### config.mk
export PLATFORM = sky130hd
export DESIGN_NAME = pcsa_estimator
export DESIGN_NICKNAME = d
export VERILOG_FILES = /design/src/hdl/pcsa_pkg.sv /design/src/hdl/pcsa_estimator.sv
export VERILOG_INCLUDE_DIRS = /design/src /design/src/hdl
export SDC_FILE = /design/constraint.sdc
export NUM_CORES = 2
export LEC_CHECK = 0
export ABC_AREA = 0
export BUFFER_PORTS_ARGS = -buffer_cell sky130_fd_sc_hd__buf_2
export CAP_MARGIN = 20
export CORE_MARGIN = 10
export CORE_UTILIZATION = 54
export DETAILED_ROUTE_END_ITERATION = 8
export PLACE_DENSITY = 0.71
export SYNTH_ARGS = -nofsm -noshare
export SYNTH_HDL_FRONTEND = slang
export SYNTH_SLANG_ARGS = --single-unit
### constraint.sdc
create_clock -name clk -period 21.9 [get_ports clk]
set_input_delay 2.19 -clock clk [delete_from_list [all_inputs] [get_ports clk]]
set_output_delay 2.19 -clock clk [all_outputs]
set_load 0.01 [all_outputs]
### src/hdl/pcsa_cardinality_sketch_macros.svh
// ---------------------------------------------------------------------------
// PCSA sketch assertion macros
// Concurrent assertion wrappers shared by the sketch modules.
// ---------------------------------------------------------------------------
`ifndef PCSA_CARDINALITY_SKETCH_MACROS_SVH
`define PCSA_CARDINALITY_SKETCH_MACROS_SVH

// same-cycle implication
`define PCSA_ASSERT(lbl, clk, rst_n, ante, cons, msg) \
  lbl: assert property (@(posedge clk) disable iff (!rst_n) (ante) |-> (cons)) else $error(msg);

// next-cycle implication
`define PCSA_ASSERT_NEXT(lbl, clk, rst_n, ante, cons, msg) \
  lbl: assert property (@(posedge clk) disable iff (!rst_n) (ante) |=> (cons)) else $error(msg);

`endif

### src/hdl/pcsa_pkg.sv
// ---------------------------------------------------------------------------
// PCSA sketch package
// Item types, state encodings, fixed-point constants and the root table.
// ---------------------------------------------------------------------------
`timescale 1ns / 1ps

package pcsa_pkg;

  localparam int NUM_BUCKETS_DEF  = 256;
  localparam int BUCKET_SHIFT_DEF = 56;

  localparam int HASH_W     = 64;
  localparam int EST_W      = 64;
  localparam int RANK_SUM_W = 15;
  localparam int INV_PHI_W  = 18;
  localparam int FRAC_W     = 8;
  localparam int ACC_W      = 18;
  localparam int ROOT_W     = 17;
  localparam int RANK_W     = 7;

  localparam logic [INV_PHI_W-1:0] INV_PHI_RESET = 18'd84725;
  localparam logic [ACC_W-1:0]     POW_ONE       = 18'd65536;
  localparam logic [ACC_W-1:0]     ACC_LIMIT     = 18'd131072;

  localparam logic REQ_INSERT = 1'b0;
  localparam logic REQ_QUERY  = 1'b1;

  // Q16 values of 2^(2^j/256), j = 0..7
  localparam logic [ROOT_W-1:0] ROOT_Q16 [8] = '{
    17'd65714, 17'd65892, 17'd66250, 17'd66971,
    17'd68438, 17'd71468, 17'd77936, 17'd92682
  };

  typedef struct packed {
    logic              req_type;
    logic [HASH_W-1:0] hash_value;
  } in_item_t;

  typedef struct packed {
    logic [EST_W-1:0]      estimate;
    logic [RANK_SUM_W-1:0] rank_sum;
  } out_item_t;

  typedef enum logic [3:0] {
    S_CLEAR,
    S_IDLE,
    S_INS_MUL,
    S_INS_RD,
    S_INS_WR,
    S_Q_WALK,
    S_Q_DRAIN,
    S_Q_EST,
    S_RESP
  } top_state_t;

  typedef enum logic [2:0] {
    E_IDLE,
    E_DIV,
    E_POW,
    E_PHI,
    E_SCALE,
    E_SHIFT
  } est_state_t;

  typedef struct packed {
    logic busy;
    logic done;
  } est_status_t;

endpackage

### src/hdl/pcsa_estimator.sv
// ---------------------------------------------------------------------------
// PCSA estimator
// Reciprocal-multiply division of the rank sum by the bucket count, serial
// fractional power of two, bias scaling and saturating final shift.
// ---------------------------------------------------------------------------
`timescale 1ns / 1ps

`include "pcsa_cardinality_sketch_macros.svh"

module pcsa_estimator import pcsa_pkg::*; #(
  parameter int  NUM_BUCKETS = NUM_BUCKETS_DEF,
  localparam int SUM_W       = $clog2(64 * NUM_BUCKETS + 1)
) (
  input  logic                 clk,
  input  logic                 rst_n,
  input  logic                 start,
  input  logic [SUM_W-1:0]     sum_in,
  input  logic [INV_PHI_W-1:0] inv_phi,
  output est_status_t          status,
  output logic [EST_W-1:0]     estimate
);

  localparam int DVD_W  = SUM_W + FRAC_W;
  localparam int NB_W   = $clog2(NUM_BUCKETS + 1);
  localparam int RSH    = DVD_W + NB_W;
  localparam int RCP_W  = DVD_W + 2;
  localparam int QP_W   = DVD_W + RCP_W;
  localparam int PROD_W = ACC_W + ROOT_W;
  localparam int P_W    = ACC_W + INV_PHI_W;
  localparam int MP_W   = P_W + NB_W;
  localparam logic [RCP_W-1:0] RCP =
    RCP_W'(((64'd1 << RSH) + 64'(NUM_BUCKETS) - 64'd1) / 64'(NUM_BUCKETS));

  est_state_t state_r, state_nxt;

  logic              done_r;
  logic [DVD_W-1:0]  dvd_r;
  logic [ACC_W-1:0]  acc_r;
  logic [2:0]        bit_r;
  logic [P_W-1:0]    p_r;
  logic [MP_W-1:0]   mp_r;
  logic [EST_W-1:0]  est_r;

  logic [QP_W-1:0]     quot_prod;
  logic [FRAC_W-1:0]   frac;
  logic [SUM_W-1:0]    quo;
  logic [PROD_W-1:0]   pow_prod;
  logic [ACC_W-1:0]    acc_step;
  logic [SUM_W-1:0]    up_shift;
  logic [5:0]          dn_shift;
  logic [63:0]         mp64;
  logic [127:0]        wide;
  logic [EST_W-1:0]    est_calc;

  // divide by the bucket count; the rounded-up reciprocal is exact over the dividend range
  assign quot_prod = QP_W'(dvd_r) * QP_W'(RCP);

  assign frac = dvd_r[FRAC_W-1:0];
  assign quo  = dvd_r[DVD_W-1:FRAC_W];

  // rounded Q16 multiply
  assign pow_prod = PROD_W'(acc_r) * PROD_W'(ROOT_Q16[bit_r]);
  assign acc_step = ACC_W'((pow_prod + PROD_W'(32768)) >> 16);

  // scale by 2^(q-32), saturate
  assign mp64     = 64'(mp_r);
  assign up_shift = quo - SUM_W'(32);
  assign dn_shift = 6'(6'd32 - {1'b0, quo[4:0]});
  assign wide     = {64'd0, mp64} << up_shift[5:0];

  always_comb begin
    if (mp_r == '0) begin
      est_calc = '0;
    end else if (quo < SUM_W'(32)) begin
      est_calc = mp64 >> dn_shift;
    end else if (up_shift >= SUM_W'(64)) begin
      est_calc = '1;
    end else if (wide[127:64] != 64'd0) begin
      est_calc = '1;
    end else begin
      est_calc = wide[63:0];
    end
  end

  always_comb begin
    state_nxt = state_r;
    case (state_r)
      E_IDLE: begin
        if (start) state_nxt = E_DIV;
      end
      E_DIV:   state_nxt = E_POW;
      E_POW: begin
        if (bit_r == 3'd0) state_nxt = E_PHI;
      end
      E_PHI:   state_nxt = E_SCALE;
      E_SCALE: state_nxt = E_SHIFT;
      E_SHIFT: state_nxt = E_IDLE;
      default: state_nxt = E_IDLE;
    endcase
  end

  always_comb begin
    status.busy = (state_r != E_IDLE);
    status.done = done_r;
    estimate    = est_r;
  end

  always_ff @(posedge clk) begin
    if (!rst_n) begin
      state_r <= E_IDLE;
      done_r  <= 1'b0;
    end else begin
      state_r <= state_nxt;
      done_r  <= (state_r == E_SHIFT);
    end
  end

  always_ff @(posedge clk) begin
    case (state_r)
      E_IDLE: begin
        dvd_r <= {sum_in, {FRAC_W{1'b0}}};
      end
      E_DIV: begin
        dvd_r <= DVD_W'(quot_prod >> RSH);
        acc_r <= POW_ONE;
        bit_r <= 3'd7;
      end
      E_POW: begin
        if (frac[bit_r]) acc_r <= acc_step;
        bit_r <= bit_r - 3'd1;
      end
      E_PHI:   p_r   <= P_W'(acc_r) * P_W'(inv_phi);
      E_SCALE: mp_r  <= MP_W'(p_r) * MP_W'(NUM_BUCKETS);
      E_SHIFT: est_r <= est_calc;
      default: ;
    endcase
  end

  `PCSA_ASSERT(a_start_idle, clk, rst_n, start, state_r == E_IDLE, "start while busy")
  `PCSA_ASSERT_NEXT(a_done_pulse, clk, rst_n, done_r, !done_r, "done held over two cycles")
  `PCSA_ASSERT(a_acc_range, clk, rst_n, state_r == E_POW, acc_r < ACC_LIMIT, "pow acc overflow")

endmodule

# Word-level counts from Yosys, hierarchy flattened
# Memories as Yosys holds them, arrays and structs flattened.
# Index checks and enable logic that the tools add are counted.
[word_totals]
ff_bits = 184
inputBits = 36
mem_bits_ro = 136
latch_bits = 0
memories = 1
mem_bits_rw = 0
[mem_list]
columns = ["name", "words", "width", "rd", "rd_clocked_by_memory_dff", "wr", "line_no", "source"]
rows = [
  ["(name not given)", 8, 17, 1, 0, 0, "pcsa_estimator.sv:62", "assign pow_prod = PROD_W'(acc_r) * PROD_W'(ROOT_Q16[bit_r]);"],
]
[classes]
n_reduce_logical = 9
order_cmp = 4
shift = 2
mux = 14
n_div = 0
multipliers = 2
n_bitwise = 1
eq_ne = 8
addsub = 4
[ops]
columns = ["cell", "count"]
rows = [
  ["2-to-1 mux 64 bit", 3],
  ["<< shifter 44 x 6 -> 128 bit", 1],
  ["nonzero test 64 bit", 1],
  [">> shifter 44 x 6 -> 64 bit", 1],
  ["case mux 23 bit (2 select lines)", 1],
  ["logical NOT 45 bit", 1],
  ["multiplier 18 x 18 -> 36 bit", 1],
  ["case mux 18 bit (2 select lines)", 1],
  ["adder 34 x 16 -> 34 bit, second input constant", 1],
  ["multiplier 18 x 17 -> 34 bit", 1],
  ["2-to-1 mux 17 bit", 2],
  ["2-to-1 mux 18 bit", 1],
  ["greater-or-equal comparator 15 x 7 -> 1 bit, second input constant", 1],
  ["< comparator 15 x 6 -> 1 bit, second input constant", 1],
  ["case mux 3 bit (5 select lines)", 1],
  ["subtractor 15 x 6 -> 15 bit, second input constant", 1],
  ["== test 3 x 2 -> 1 bit, second input constant", 2],
  ["== test 3 bit, second input constant", 2],
  ["logical NOT 3 bit", 2],
  ["2-to-1 mux 3 bit", 2],
  ["!= test 2 bit, second input constant", 3],
  ["case mux 3 bit (2 select lines)", 1],
  ["subtractor 6 x 5 -> 6 bit, first input constant", 1],
  ["greater-or-equal comparator 4 bit, second input constant", 1],
  ["other kinds (9)", 11],
]

# Longest topological paths before layout
[depth]
word_depth = 8
depth_mapped = 27

# Least setup slack after synthesis
# No wires, ideal clock.
[synth_path]
path_kind = "input to register"
startpoint = "input inv_phi[9]"
endpoint = "register p_r[30] (data pin)"
slack_ns = 13.823
path_buffers = 2
cell_stages = 22
setup_ns = 0.265
arrival_time_ns = 7.812
path_cell_list = "clkbuf_1 -> clkbuf_1 -> nand2_1 -> fa_1 -> inv_1 -> fa_1 -> inv_1 -> fa_1 -> inv_1 -> fa_1 -> fa_1 -> inv_1 -> fa_1 -> inv_1 -> ha_1 -> a211oi_1 -> a21oi_1 -> a311o_1 -> a211o_1 -> a311oi_1 -> o21ai_0 -> xor2_1"
[synth_between]
elab_chain_len = 1
[synth_rtl]
columns = ["item", "line_no", "source"]
rows = [
  ["start: declaration", "pcsa_estimator.sv:18", "input logic [INV_PHI_W-1:0] inv_phi,"],
  ["multiplier 18 x 18 -> 36 bit", "pcsa_estimator.sv:132", "E_PHI: p_r <= P_W'(acc_r) * P_W'(inv_phi);"],
  ["end signal: assignment", "pcsa_estimator.sv:132", ""],
  ["end: declaration", "pcsa_estimator.sv:40", "logic [P_W-1:0] p_r;"],
]
# No other way between the ends.
# A chain may end at the register's enable or synchronous reset.

# Worst setup path after layout
[layout_path]
startpoint = "register bit_r[1]"
endpoint = "register acc_r[11] (data pin)"
[layout_between]
elab_chain_len = 8
[layout_rtl]
columns = ["item", "line_no", "source"]
rows = [
  ["start: declaration", "pcsa_estimator.sv:39", "logic [2:0] bit_r;"],
  ["start signal: assignment", "pcsa_estimator.sv:130", "bit_r <= bit_r - 3'd1;"],
  ["inverter 3 -> 4 bit (implied by the code)", "pcsa_estimator.sv:62", ""],
  ["memory (8 x 17 bit)", "-", ""],
  ["2-to-1 mux 17 bit (implied by the code) (2 in series)", "pcsa_estimator.sv:62", ""],
  ["multiplier 18 x 17 -> 34 bit", "pcsa_estimator.sv:62", ""],
  ["adder 34 x 16 -> 34 bit", "pcsa_estimator.sv:63", "assign acc_step = ACC_W'((pow_prod + PROD_W'(32768)) >> 16);"],
  ["2-to-1 mux 18 bit", "pcsa_estimator.sv:129", "if (frac[bit_r]) acc_r <= acc_step;"],
  ["case mux 18 bit (2 select lines)", "pcsa_estimator.sv:119", "case (state_r)"],
  ["end signal: assignment", "pcsa_estimator.sv:129", ""],
  ["end: declaration", "pcsa_estimator.sv:38", "logic [ACC_W-1:0] acc_r;"],
]
# No other way between the ends. The select of a mux whose other input is x is not followed.

==> metrics.md <==
| Metric | Value |
|---|---|
| Status | completed |
| Final estimated routing congestion in global placement | 0.977 |
| Initial DRT Pass Iterations | 8 |
| Seq cells post-synth | 184 |
| Worst min path class | reg2reg |
| Placed cell areas | 33900 um2 |
| Routed length on met1 | 36400 um |
| Met2 routed WL | 37700 um |
| Max-cap violations | 0 |
| CTS Buffer Depth | 2 |
| Mean Syn Cell Area | 9.39 um2 |
| CP Capture Point | acc_r[11] |
| Fill cells | 5212 |
| Highest Clock Rate | 0.114 GHz |
| Synth warn | 0 |
| Core area | 60200 um2 |
| Initial Utilization | 54.5% |
| Seq/Total Area, Yosys | 16.7% |
| EDFF count, synth | 180 |
| Largest cells by area after synthesis | fa_1, edfxtp_1, ha_1, inv_1, mux4_2 |
| Fin. Hold Viols | 0 |
| Setup violators final | 0 |
| Unrepaired setup endpoints after global routing | false |
| Most frequent cells in the layout | inv_1, nand2_1, fa_1 |
| Synth-to-Final Area Change | 5.16% |
| Clk Latency, worst-skew pair | 480 ps |
| Num CTS Buffers | 17 |
| Final period util | 40.2% |
| Initial antenna violation count | 3 |
| Drt drc | 0 |
| Clk root buf | clkbuf_16 |
| First-pass GRT wire length | 140000 um |
| Reg-to-reg startpoint | bit_r[1] |
| Final net count | 4212 |
| CTS tree | built |
| Crit path kind | reg2reg |
| Synth Flop Type | edfxtp_1 |
| Clock-pin slew on the worst setup and hold paths | 80 ps |
| Hold_buf cts | 0 |
| # rows | 90 |
| Top Ports | 102 |
| Vias/cell | 5.83 |
| Critical path launch point | bit_r[1] |
| Metal3 WL | 9490 um |
| Top Layer Used | met4 |
| Yosys top cell by area | fa_1 |
| Post-Synthesis Cells | 3497 |
| R2R Setup Slk | 13110 ps |
| Reg2Reg Depth | 23 |
| Port Buffers | 101 |
| Overall die width | 267 um |
| Clk_skew | 17.6 ps |
| Area of the die | 71100 um2 |
| Synth async-reset ratio | 0% |
| Critical Path Start Type | flop |
| Largest net degree at the start of global routing | 67 |
| Final ANT Viol Nets | 0 |
| Resized Gates After CTS | 0 |
| Setup_tns | 0 ps |
| Final worst-path setup slack | 13110 ps |
| Routed WL | 85800 um |
| Die H | 267 um |
| Initial DRC Count | 2412 |
| Htree depth | 4 |
| Via count | 24800 |
| Yosys top cell area share | 29.1% |
| Cell variety after synth | 88 |
| Post-synth net total | 4258 |
| Worst Path Max Fanout | 18 |
| CTS sink count | 184 |
| Reg-to-reg endpoint | acc_r[11] |
| Fin area | 34500 um2 |
| Most common cell after layout, fill and taps aside | inv_1 |
| Share of layout cells above drive strength 1 | 10.3% |
| Detailed Place HPWL | 66000 um |
| Number of setup buffers added after CTS | 0 |
| Worst slew margin relative to its limit | 25.5% |
| Setup crit end kind | flop |
| Post-layout min period | 8790 ps |
| GRT Overall Usage | 24.9% |
| Cell area after synthesis | 32800 um2 |
| Hold slack | 419 ps |
| Req. time, crit path | 22240 ps |
| Vias in the first global route | 25100 |
| Worst Path Arrival | 9130 ps |
| Slew @ Worst Pin | 1110 ps |
| Routed length per instance | 20.2 um |
| Slew Viols, Final | 0 |
| Setup WS pre-CTS | 13200 ps |
| Grt ovf | 0 |
## through the flow
step | cells | utilization [%]
2_1_floorplan | 3497 | -
3_3_place_gp | 4212 | 56.2
3_5_place_dp | 4212 | 56.2
4_1_cts | 4244 | 57.2
5_1_grt | 4247 | 57.3
6_report | 4248 | 57.3
## layout make-up
type / count / area (um2) / area share (%)
multi-input combinational: 2423 / 24000 / 69.5
timing repair buffer: 157 / 946 / 2.74
sequential: 184 / 5490 / 15.9
clock buffer: 17 / 425 / 1.23
tap: 782 / 978 / 2.83
clock inverter: 15 / 186 / 0.540
antenna: 2 / 5.00 / 0.0145
inverter: 668 / 2510 / 7.26
## critical path: stages, from the launching register on
cell and delay (ps):
edfxtp_1 610, inv_1 230, ha_1 580, inv_1 100
nor2_1 850, a21o_1 570, nand2_1 150, fa_1 490
fa_1 470, fa_1 540, inv_1 50, fa_1 490
fa_1 490, inv_1 50, fa_1 470, inv_1 40
ha_1 210, a2111oi_0 560, nand4b_1 220, nand3_1 240
a31oi_1 260, a2111oi_0 600, o21a_1 190, mux2i_1 170
## flip-flops by register name, indices dropped and copies added (netlist names)
| signal | flops |
|---|---|
| p_r | 36 |
| state_r | 3 |
| estimate | 64 |
| mp_r | 36 |
| bit_r | 3 |
| acc_r | 18 |
| dvd_r | 23 |
| done_r | 1 |
## worst min-delay path by stage
stage	depth (start not counted)	start	end	slack (ps)
2_1_floorplan	0	p_r[2]	mp_r[10]	400
3_3_place_gp	0	p_r[29]	mp_r[37]	400
3_5_place_dp	0	p_r[5]	mp_r[13]	400
4_1_cts	0	p_r[24]	mp_r[32]	420
5_1_grt	0	p_r[29]	mp_r[37]	430
6_report	0	p_r[24]	mp_r[32]	420
## synthesized netlist by cell type, drive strengths merged (4+ instances only)
master,number
a2111oi,4
a211o,8
a211oi,30
a21boi,4
a21o,18
a21oi,98
a221oi,5
a222oi,6
a22oi,16
a311oi,5
a31oi,10
and2,267
and3,46
buf,39
clkbuf,183
dfxtp,4
edfxtp,180
fa,477
ha,248
inv,666
mux2,36
mux2i,71
mux4,92
nand2,499
nand2b,28
nand3,26
nand4,7
nor2,109
nor2b,10
nor3,26
nor4,19
o2111ai,4
o211ai,17
o21a,14
o21ai,90
o22a,6
o22ai,14
o31ai,4
o32ai,4
or2,12
xnor2,37
xor2,9
## metal layers
layer,up-vias,global-route usage [%]
li1,11100,-
met1,12200,35.6
met5,-,0
met2,1301,37.5
met3,126,5.52
met4,0,7.37
## logic make-up (layout without fill, tap and decap cells)
family                   count (synthesis)  in the layout  share of synthesized area [%]
adder cells (fa/ha/maj)                725            725                           38.5
flip-flops                             184            184                           16.7
XOR/XNOR                                46             46                           1.23
multiplexers                           199            199                           9.75
AND/OR/NAND/NOR                       1067           1067                           15.7
buffers and inverters                  890            857                           10.4
AO/OA/AOI/OAI                          386            386                           7.67
other                                    0              2                              0
Power is not shown: default switching activity piles up to over one toggle a cycle in this logic, so the estimate is an artifact.
